==> src/assert_macros.svh <==
// ---------------------------------------------------------------------------
// Assertion macros
// Shared concurrent assertion forms for the RTL.
// ---------------------------------------------------------------------------
`ifndef ASSERT_MACROS_SVH
`define ASSERT_MACROS_SVH

// Check that a condition implies a consequence in the same cycle
`define ASSERT_IMPLIES(label, clk, rst, cond, cons, msg) \
  label: assert property (@(posedge clk) disable iff (rst) (cond) |-> (cons)) \
    else $error(msg);

// Check that a condition implies a consequence in the following cycle
`define ASSERT_NEXT(label, clk, rst, cond, cons, msg) \
  label: assert property (@(posedge clk) disable iff (rst) (cond) |=> (cons)) \
    else $error(msg);

`endif

==> src/lfi_pkg.sv <==
// ---------------------------------------------------------------------------
// lfi_pkg
// Types, codes and constants of the launcher fire interlock.
// ---------------------------------------------------------------------------
package lfi_pkg;

  // Bank geometry defaults
  localparam int LAUNCHER_COUNT_DEF       = 2;
  localparam int TIMINGS_PER_LAUNCHER_DEF = 5;

  // Number of timing words carried by a result
  localparam int TIMING_OUT_COUNT = 5;

  // Field widths
  localparam int SAMPLE_W = 12;
  localparam int TIME_W   = 16;

  // Threshold reset values: 21.75 V and 20.25 V at 160.5022 counts/V, rounded up
  localparam logic [SAMPLE_W-1:0] CHARGED_THR_RESET    = 12'd3491;
  localparam logic [SAMPLE_W-1:0] DISCHARGED_THR_RESET = 12'd3251;

  // Driver delay compensation in microseconds
  localparam logic [TIME_W-1:0] ON_COMP  = 16'd2;
  localparam logic [TIME_W-1:0] OFF_COMP = 16'd4;

  // Configuration register indexes
  localparam logic CFG_CHARGED_THR    = 1'b0;
  localparam logic CFG_DISCHARGED_THR = 1'b1;

  typedef enum logic [2:0] {
    OP_SAMPLE         = 3'd0,
    OP_SET_TIMING     = 3'd1,
    OP_ARM            = 3'd2,
    OP_SAFETY_DISABLE = 3'd3,
    OP_FIRE           = 3'd4,
    OP_SEQ_DONE       = 3'd5,
    OP_RELOAD         = 3'd6,
    OP_STATUS         = 3'd7
  } op_t;

  typedef enum logic [3:0] {
    ERR_NONE          = 4'd0,
    ERR_KILLED        = 4'd1,
    ERR_KILL_ASSERTED = 4'd2,
    ERR_NOT_ARMED     = 4'd3,
    ERR_ALL_FIRED     = 4'd4,
    ERR_ALREADY_FIRING = 4'd5,
    ERR_NOT_CHARGED   = 4'd6,
    ERR_MISSING_TIMING = 4'd7,
    ERR_FIRING_BUSY   = 4'd8,
    ERR_REJECTED      = 4'd9
  } err_t;

  typedef enum logic [2:0] {
    ST_UNINIT   = 3'd0,
    ST_DISARMED = 3'd1,
    ST_FIRING   = 3'd2,
    ST_READY    = 3'd3,
    ST_CHARGING = 3'd4
  } status_t;

endpackage

==> src/launcher_fire_interlock_core.sv <==
// ---------------------------------------------------------------------------
// launcher_fire_interlock_core
// Interlock and sequencing controller for a bank of coil launchers.
// ---------------------------------------------------------------------------
// Throughput: one event per cycle while the result register is not held by out_stall; it frees as it is taken.
// Each event is decoded and checked in one pass of compares over the
// register-held timing store and flags, then captured in the result register.
// Reset clears all flags, the timing store valid bits and the result valid
// flag, and restores both charge thresholds.
module launcher_fire_interlock_core
  import lfi_pkg::*;
#(
  parameter int LAUNCHER_COUNT       = LAUNCHER_COUNT_DEF,
  parameter int TIMINGS_PER_LAUNCHER = TIMINGS_PER_LAUNCHER_DEF
) (
  input  logic                clk,
  input  logic                rst,
  // event channel
  input  logic                in_valid,
  output logic                in_stall,
  input  logic [2:0]          operation,
  input  logic                system_armed,
  input  logic                kill_asserted,
  input  logic [SAMPLE_W-1:0] sample_value,
  input  logic [1:0]          launcher_number,
  input  logic [2:0]          timing_kind,
  input  logic [TIME_W-1:0]   time_us,
  // result channel
  output logic                out_valid,
  input  logic                out_stall,
  output logic                accepted,
  output logic [3:0]          error_code,
  output logic [2:0]          state_code,
  output logic [1:0]          select_line,
  output logic                arm_output,
  output logic                fault_raised,
  output logic [TIME_W-1:0]   timing_first,
  output logic [TIME_W-1:0]   timing_second,
  output logic [TIME_W-1:0]   timing_third,
  output logic [TIME_W-1:0]   timing_fourth,
  output logic [TIME_W-1:0]   timing_fifth,
  // configuration write channel
  input  logic                cfg_valid,
  output logic                cfg_ready,
  input  logic                cfg_index,
  input  logic [SAMPLE_W-1:0] cfg_data
);

`include "assert_macros.svh"

  localparam int ROW_W  = (LAUNCHER_COUNT > 1) ? $clog2(LAUNCHER_COUNT) : 1;
  localparam int SLOT_W = (TIMINGS_PER_LAUNCHER > 1) ? $clog2(TIMINGS_PER_LAUNCHER) : 1;
  localparam logic [1:0] NL_COUNT  = 2'(LAUNCHER_COUNT);
  localparam logic [2:0] TPL_COUNT = 3'(TIMINGS_PER_LAUNCHER);

  // State
  logic [TIME_W-1:0]   timing_store [LAUNCHER_COUNT][TIMINGS_PER_LAUNCHER];
  logic                timing_set   [LAUNCHER_COUNT][TIMINGS_PER_LAUNCHER];
  logic [1:0]          next_launcher;
  logic                firing_active;
  logic                charged_flag;
  logic [SAMPLE_W-1:0] latest_sample;
  logic                armed_level;
  logic [1:0]          selected_line;
  logic [SAMPLE_W-1:0] charged_threshold;
  logic [SAMPLE_W-1:0] discharged_threshold;

  // Next state
  logic [1:0]          next_launcher_next;
  logic                firing_active_next;
  logic                charged_flag_next;
  logic [SAMPLE_W-1:0] latest_sample_next;
  logic                armed_level_next;
  logic [1:0]          selected_line_next;

  // Store write port
  logic                store_we;
  logic [ROW_W-1:0]    store_row;
  logic [SLOT_W-1:0]   store_slot;
  logic [TIME_W-1:0]   store_data;

  // Result of the current event
  logic                res_accepted;
  err_t                res_err;
  status_t             res_state;
  logic                res_fault;
  logic                res_fire;

  // Derived checks
  logic                in_accept;
  op_t                 op;
  logic                all_set;
  logic                row_set;
  logic                charge_eval;
  logic [TIME_W-1:0]   comp;
  logic [ROW_W-1:0]    row_sel;
  logic [TIME_W-1:0]   fire_tim [TIMING_OUT_COUNT];

  assign in_accept = in_valid && !in_stall;
  assign in_stall  = out_valid && out_stall;
  assign cfg_ready = 1'b1;
  assign op        = op_t'(operation);

  // Pick the row of the next launcher to fire
  assign row_sel = (next_launcher < NL_COUNT) ? ROW_W'(next_launcher) : '0;

  // Gather timings of that row, zero past the row width
  for (genvar g = 0; g < TIMING_OUT_COUNT; g++) begin : g_fire_tim
    if (g < TIMINGS_PER_LAUNCHER) begin : g_used
      assign fire_tim[g] = timing_store[row_sel][g];
    end else begin : g_unused
      assign fire_tim[g] = '0;
    end
  end

  // Check for unset slots in the whole store and in the selected row
  always_comb begin
    all_set = 1'b1;
    row_set = 1'b1;
    for (int r = 0; r < LAUNCHER_COUNT; r++) begin
      for (int k = 0; k < TIMINGS_PER_LAUNCHER; k++) begin
        all_set = all_set & timing_set[r][k];
      end
    end
    for (int k = 0; k < TIMINGS_PER_LAUNCHER; k++) begin
      row_set = row_set & timing_set[row_sel][k];
    end
  end

  // Evaluate charge with hysteresis
  assign charge_eval = charged_flag ? (latest_sample >= discharged_threshold)
                                    : (latest_sample >= charged_threshold);

  // Compensation: even slots are coil-on, odd slots coil-off
  assign comp = timing_kind[0] ? OFF_COMP : ON_COMP;

  // Decode the event word and compute its result and the next state
  always_comb begin
    res_accepted       = 1'b1;
    res_err            = ERR_NONE;
    res_state          = ST_UNINIT;
    res_fault          = 1'b0;
    res_fire           = 1'b0;
    next_launcher_next = next_launcher;
    firing_active_next = firing_active;
    charged_flag_next  = charged_flag;
    latest_sample_next = latest_sample;
    armed_level_next   = armed_level;
    selected_line_next = selected_line;
    store_we           = 1'b0;
    store_row          = ROW_W'(launcher_number - 2'd1);
    store_slot         = SLOT_W'(timing_kind);
    store_data         = time_us - comp;

    case (op)
      OP_SAMPLE: begin
        latest_sample_next = sample_value;
      end
      OP_SET_TIMING: begin
        if (launcher_number == 2'd0 || launcher_number > NL_COUNT ||
            timing_kind >= TPL_COUNT || time_us < comp || system_armed) begin
          res_accepted = 1'b0;
          res_err      = ERR_REJECTED;
        end else begin
          store_we = 1'b1;
        end
      end
      OP_ARM: begin
        if (!system_armed) begin
          res_accepted = 1'b0;
          res_err      = ERR_KILLED;
        end else begin
          next_launcher_next = 2'd0;
          armed_level_next   = 1'b1;
        end
      end
      OP_SAFETY_DISABLE: begin
        selected_line_next = 2'd0;
        armed_level_next   = 1'b0;
        if (firing_active) begin
          firing_active_next = 1'b0;
          res_fault          = 1'b1;
        end
      end
      OP_FIRE: begin
        res_accepted = 1'b0;
        if (kill_asserted) begin
          res_err = ERR_KILL_ASSERTED;
        end else if (!system_armed) begin
          res_err = ERR_NOT_ARMED;
        end else if (next_launcher >= NL_COUNT) begin
          res_err = ERR_ALL_FIRED;
        end else if (firing_active) begin
          res_err = ERR_ALREADY_FIRING;
        end else begin
          charged_flag_next = charge_eval;
          if (!charge_eval) begin
            res_err = ERR_NOT_CHARGED;
          end else if (!row_set) begin
            res_err = ERR_MISSING_TIMING;
          end else begin
            res_accepted       = 1'b1;
            res_fire           = 1'b1;
            firing_active_next = 1'b1;
            selected_line_next = next_launcher + 2'd1;
          end
        end
      end
      OP_SEQ_DONE: begin
        selected_line_next = 2'd0;
        if (firing_active) begin
          firing_active_next = 1'b0;
          next_launcher_next = next_launcher + 2'd1;
        end
      end
      OP_RELOAD: begin
        if (firing_active) begin
          res_accepted = 1'b0;
          res_err      = ERR_FIRING_BUSY;
        end else begin
          next_launcher_next = 2'd0;
        end
      end
      OP_STATUS: begin
        if (!all_set) begin
          res_state = ST_UNINIT;
        end else if (!system_armed) begin
          res_state = ST_DISARMED;
        end else if (firing_active) begin
          res_state = ST_FIRING;
        end else begin
          charged_flag_next = charge_eval;
          res_state         = charge_eval ? ST_READY : ST_CHARGING;
        end
      end
      default: begin
        res_accepted = 1'b0;
      end
    endcase
  end

  // Hold control state, timing valid bits and thresholds
  always_ff @(posedge clk) begin
    if (rst) begin
      next_launcher        <= 2'd0;
      firing_active        <= 1'b0;
      charged_flag         <= 1'b0;
      latest_sample        <= '0;
      armed_level          <= 1'b0;
      selected_line        <= 2'd0;
      charged_threshold    <= CHARGED_THR_RESET;
      discharged_threshold <= DISCHARGED_THR_RESET;
      for (int r = 0; r < LAUNCHER_COUNT; r++) begin
        for (int k = 0; k < TIMINGS_PER_LAUNCHER; k++) begin
          timing_set[r][k] <= 1'b0;
        end
      end
    end else begin
      if (in_accept) begin
        next_launcher <= next_launcher_next;
        firing_active <= firing_active_next;
        charged_flag  <= charged_flag_next;
        latest_sample <= latest_sample_next;
        armed_level   <= armed_level_next;
        selected_line <= selected_line_next;
        if (store_we) begin
          timing_set[store_row][store_slot] <= (store_data != '0);
        end
      end
      if (cfg_valid && cfg_ready) begin
        case (cfg_index)
          CFG_CHARGED_THR:    charged_threshold    <= cfg_data;
          CFG_DISCHARGED_THR: discharged_threshold <= cfg_data;
          default: ;
        endcase
      end
    end
  end

  // Write timing words; unset slots are masked by the valid bits
  always_ff @(posedge clk) begin
    if (in_accept && store_we) begin
      timing_store[store_row][store_slot] <= store_data;
    end
  end

  // Advance the result register
  always_ff @(posedge clk) begin
    if (rst) begin
      out_valid <= 1'b0;
    end else begin
      out_valid <= in_accept || (out_valid && out_stall);
    end
  end

  // Capture the result word
  always_ff @(posedge clk) begin
    if (in_accept) begin
      accepted      <= res_accepted;
      error_code    <= res_err;
      state_code    <= res_state;
      select_line   <= selected_line_next;
      arm_output    <= armed_level_next;
      fault_raised  <= res_fault;
      timing_first  <= res_fire ? fire_tim[0] : '0;
      timing_second <= res_fire ? fire_tim[1] : '0;
      timing_third  <= res_fire ? fire_tim[2] : '0;
      timing_fourth <= res_fire ? fire_tim[3] : '0;
      timing_fifth  <= res_fire ? fire_tim[4] : '0;
    end
  end

  // Assertions
  `ASSERT_IMPLIES(a_select_needs_firing, clk, rst, selected_line != 2'd0, firing_active, "select line driven without an active firing")
  `ASSERT_IMPLIES(a_accept_matches_err, clk, rst, out_valid, accepted == (error_code == ERR_NONE), "accepted flag disagrees with error code")
  `ASSERT_IMPLIES(a_next_in_range, clk, rst, 1'b1, next_launcher <= NL_COUNT, "next launcher beyond bank")
  `ASSERT_NEXT(a_fire_starts, clk, rst, in_accept && res_fire, firing_active && out_valid, "successful fire did not start a firing")

endmodule
==> config.mk <==
export PLATFORM = sky130hd
export DESIGN_NAME = launcher_fire_interlock_core
export DESIGN_NICKNAME = d
export VERILOG_FILES = /design/src/lfi_pkg.sv /design/src/launcher_fire_interlock_core.sv
export VERILOG_INCLUDE_DIRS = /design/src /design/src/src
export SDC_FILE = /design/constraint.sdc
export NUM_CORES = 1
export LEC_CHECK = 0
export ABC_CLOCK_PERIOD_IN_PS = 5000
export BUFFER_PORTS_ARGS = -buffer_cell sky130_fd_sc_hd__buf_2
export CAP_MARGIN = 20
export CORE_MARGIN = 5
export CORE_UTILIZATION = 54
export CTS_BUF_LIST = sky130_fd_sc_hd__clkbuf_4 sky130_fd_sc_hd__clkbuf_8
export DETAILED_ROUTE_END_ITERATION = 7
export HOLD_SLACK_MARGIN = 0.05
export MAX_ROUTING_LAYER = met4
export PLACE_DENSITY = 0.78
export REMOVE_ABC_BUFFERS = 1
export SLEW_MARGIN = 40
export SYNTH_ARGS = -nofsm -noshare
export SYNTH_HDL_FRONTEND = slang
export SYNTH_SLANG_ARGS = --single-unit
==> constraint.sdc <==
create_clock -name clk -period 5 [get_ports clk]
set_clock_uncertainty 0.15 [all_clocks]
set_input_delay 1 -clock clk [delete_from_list [all_inputs] [get_ports clk]]
set_output_delay 1 -clock clk [all_outputs]
set_load 0.02 [all_outputs]
==> results_dict.tcl <==
set metrics [dict create \
    numCtsBuffers 47 \
    core-area_um2 22500 \
    seq_area_um2 8750 \
    leakagePower_nw 5.27 \
    period_share_pct 68.5 \
    reg2reg_depth 10 \
    grt_use_total_pct 20.0 \
    crit_path_start "timing_kind[0]" \
    tns_ns 0 \
    cp-start-kind "input port" \
    post_cts_buffers 0 \
    crit_fanout 11 \
    yosysWarnings 0 \
    worstReg2RegStart "latest_sample[0]$_SDFFE_PP0P_" \
    clockBufferDepth 3 \
    start_util_pct 54.4 \
    drt-initial-drc-count 710 \
    setup_viol_count_final 0 \
    outcome "complete, no violations" \
    nNetsFinal 1139 \
    vias 7354 \
    die_h_um 161 \
    portBuffers 149 \
    io_pins 151 \
    crit_slowest_cell "or4_1" \
    slew_violations 0 \
    ys_types 57 \
    ir_drop_mv 0.288 \
    holdCritPathClass "reg -> reg" \
    grt_antenna_before_repair 3 \
    fin_area_um2 14300 \
    post_cts_resized 0 \
    grt_overflow 0 \
    grt_max_degree 53 \
    worst_slew_pin_slew_ns 0.898 \
    cts_tree "done" \
    drc 0 \
    vias_per_cell 5.34 \
    fin_hold_ws_ns 0.308 \
    p_per_area_nw_per_um2 359 \
    slowest_delay_ns 0.46 \
    wire_per_inst_um 18.2 \
    synth_edf_count 262 \
    grt_pass1_wl_um 39500 \
    gp_congestion 0.849 \
    syn_to_final_growth_pct 16.8 \
    dp_slack_ns 1.08 \
    finalWorstSetupSlack_ns 1.57 \
    die_w_um 161 \
    cp_num_buf_inv 2 \
    rsz0062_at_grt "no" \
    fmax_ghz 0.292 \
    crit_chain "buf_2, inv_1, ha_1, fa_1, xor2_1, or4_1, nor4_1, nand4_1, o31a_4, nand2_4, nor2_1" \
    insertion_delay_ns 0.56 \
    die_area_um2 25800 \
    critPathArrivalTime_ns 3.57 \
    async_flop_share_pct 0 \
    relSlewSlack_pct 39.9 \
    synthCells 878 \
    period_minus_slack_ns 3.43 \
    crit_type "in -> reg" \
    path_delay_family "simple AND/OR/NAND/NOR gates" \
    path_depth 11 \
    max_cap_viol_count 0 \
    hold_buffers 0 \
    multi_input_area_um2 3230 \
    reg2reg_to "accepted$_DFFE_PP_" \
    worstPathRequired_ns 5.15 \
    endpoint "timing_set[0][0]$_SDFFCE_PN0P_" \
    clkTransAtPathRegs_ns 0.05 \
    yosys_register_bits 306 \
    htreeDepth 2 \
    drt-pass1-iter-count 5 \
    fill_cells 1612 \
    end_kind "flop" \
    hold_viol_final 0 \
    synth_flop_cell "edfxtp_1" \
    postRouteAntennaNets 0 \
    dp_hpwl_um 16800 \
    syn_area_um2 12200 \
    clock-sinks 306 \
    cts_root_buf "clkbuf_8" \
    syn_avg_cell_area_um2 13.9 \
    ff2ff_setup_slack_ns 1.71 \
    dpl_cell_area_um2 13300 \
    std_cell_rows 55 \
    grt_pass1_vias 7366 \
    drive_above_1_share_pct 24.1 \
    ys_seq_area_share_pct 71.4 \
    routed_wl_um 25100 \
]
[cells in the mapped netlist, types with 3 or more instances]
cell type  count  area share [%]
o211ai_1      12            0.74
or2_2          4            0.20
nor3_1         8            0.33
nand3b_1       3            0.18
o31ai_1        3            0.18
o21a_1         4            0.25
a21oi_1       34             1.4
nor4_1         8            0.41
and3_1         3            0.15
edfxtp_1     262              64
nor2_1       118             3.6
a21boi_0       4            0.25
ha_1          28             2.9
xor2_1        12            0.86
inv_1         41             1.3
a21o_1         4            0.25
nor2b_1        5            0.26
nand4_1        5            0.26
nand3_1       15            0.61
nand2b_1      12            0.61
dfxtp_1       44             7.2
buf_2          7            0.29
clkbuf_1      29            0.89
o21ai_0       11            0.45
nand2_1       75             2.3
mux2i_1       82             6.7
or4_1          5            0.31
[stage by stage]
step | instances | util (%) | power (W)
floorplan | 839 | - | 0.00306
global placement | 1289 | 59.2 | 0.00317
detailed placement | 1290 | 59.3 | 0.00318
CTS | 1371 | 63.4 | 0.00518
global route | 1374 | 63.5 | 0.00533
finish | 1378 | 63.6 | 0.00514
[layout by cell type, fill, tap and decap left out, types with 5 or more instances in the layout]
cell type  instances
nand4_1            5
buf_4             16
mux2i_1           82
xor2_1            10
edfxtp_1         262
nor3_1             8
or4_1              5
diode_2            7
inv_1             39
dfxtp_1           44
nor2b_1            5
nor4_1             7
nand2b_1          12
o211ai_1          12
ha_1              27
a21oi_1           34
nor2_1           118
nand3_1           15
clkbuf_8          48
o21ai_0           11
clkbuf_4          23
nand2_1           75
buf_2            149
[sequential cells by signal, indices dropped and copies added (netlist names), 2 cells and up]
register              flops
timing_fifth             16
timing_store            160
state_code                3
next_launcher             2
error_code                4
timing_second            16
timing_fourth            16
discharged_threshold     12
charged_threshold        12
timing_first             16
select_line               2
latest_sample            12
selected_line             2
timing_set               10
timing_third             16
[tightest hold or removal path, stage by stage, from the launching register on]
cell and delay [ns]:
dfxtp_1 0.31, nand2_1 0.05, a21oi_1 0.05
[cells by family after synthesis]
| group | after synthesis | synth area share, % |
|---|---|---|
| buffers and inverters | 80 | 2.64 |
| AOI/OAI and AO/OA | 92 | 4.93 |
| and+or+nand+nor | 274 | 10.2 |
| adders and majority gates | 29 | 3.02 |
| muxes | 82 | 6.70 |
| DFF | 306 | 71.4 |
| other | 1 | 0.0306 |
| xor gates and xnor gates | 14 | 1.00 |
[final cells by class]
type | instances | share of cell area [%]
antenna | 7 | 0.122
clock buffer | 71 | 5.82
clock inverter | 10 | 0.595
inverter | 41 | 1.08
multi-input combinational | 492 | 22.5
sequential | 306 | 61.1
tap | 285 | 2.49
timing repair buffer | 166 | 6.19
[worst min-delay path by stage]
stage	from	depth (start not counted)	to	slack, ns
5_1_grt	discharged_threshold[9]$_SDFFE_PP0P_	2	discharged_threshold[9]$_SDFFE_PP0P_	0.33
2_1_floorplan	armed_level$_SDFFE_PP0P_	2	armed_level$_SDFFE_PP0P_	0.28
6_report	armed_level$_SDFFE_PP0P_	2	armed_level$_SDFFE_PP0P_	0.31
4_1_cts	armed_level$_SDFFE_PP0P_	2	armed_level$_SDFFE_PP0P_	0.31
3_5_place_dp	charged_threshold[4]$_SDFFE_PP0P_	2	charged_threshold[4]$_SDFFE_PP0P_	0.30
3_3_place_gp	armed_level$_SDFFE_PP0P_	2	armed_level$_SDFFE_PP0P_	0.29
[where the power goes]
| part | internal (W) | switching (W) | total, W |
|---|---|---|---|
| Combinational | 0.0000832 | 0.000198 | 0.000281 |
| Clock | 0.00112 | 0.000897 | 0.00201 |
| Sequential | 0.00283 | 0.0000146 | 0.00284 |
| Total | 0.00403 | 0.00111 | 0.00514 |
[metal layers]
metal	vias up	wire (um)	global-route usage [%]
li1	3550	-	-
met2	287	12000	31.5
met4	0	535	5.98
met1	3474	10100	26.0
met5	-	0	-
met3	43	2400	5.11
Note: power is estimated with default switching activity, not from simulation.
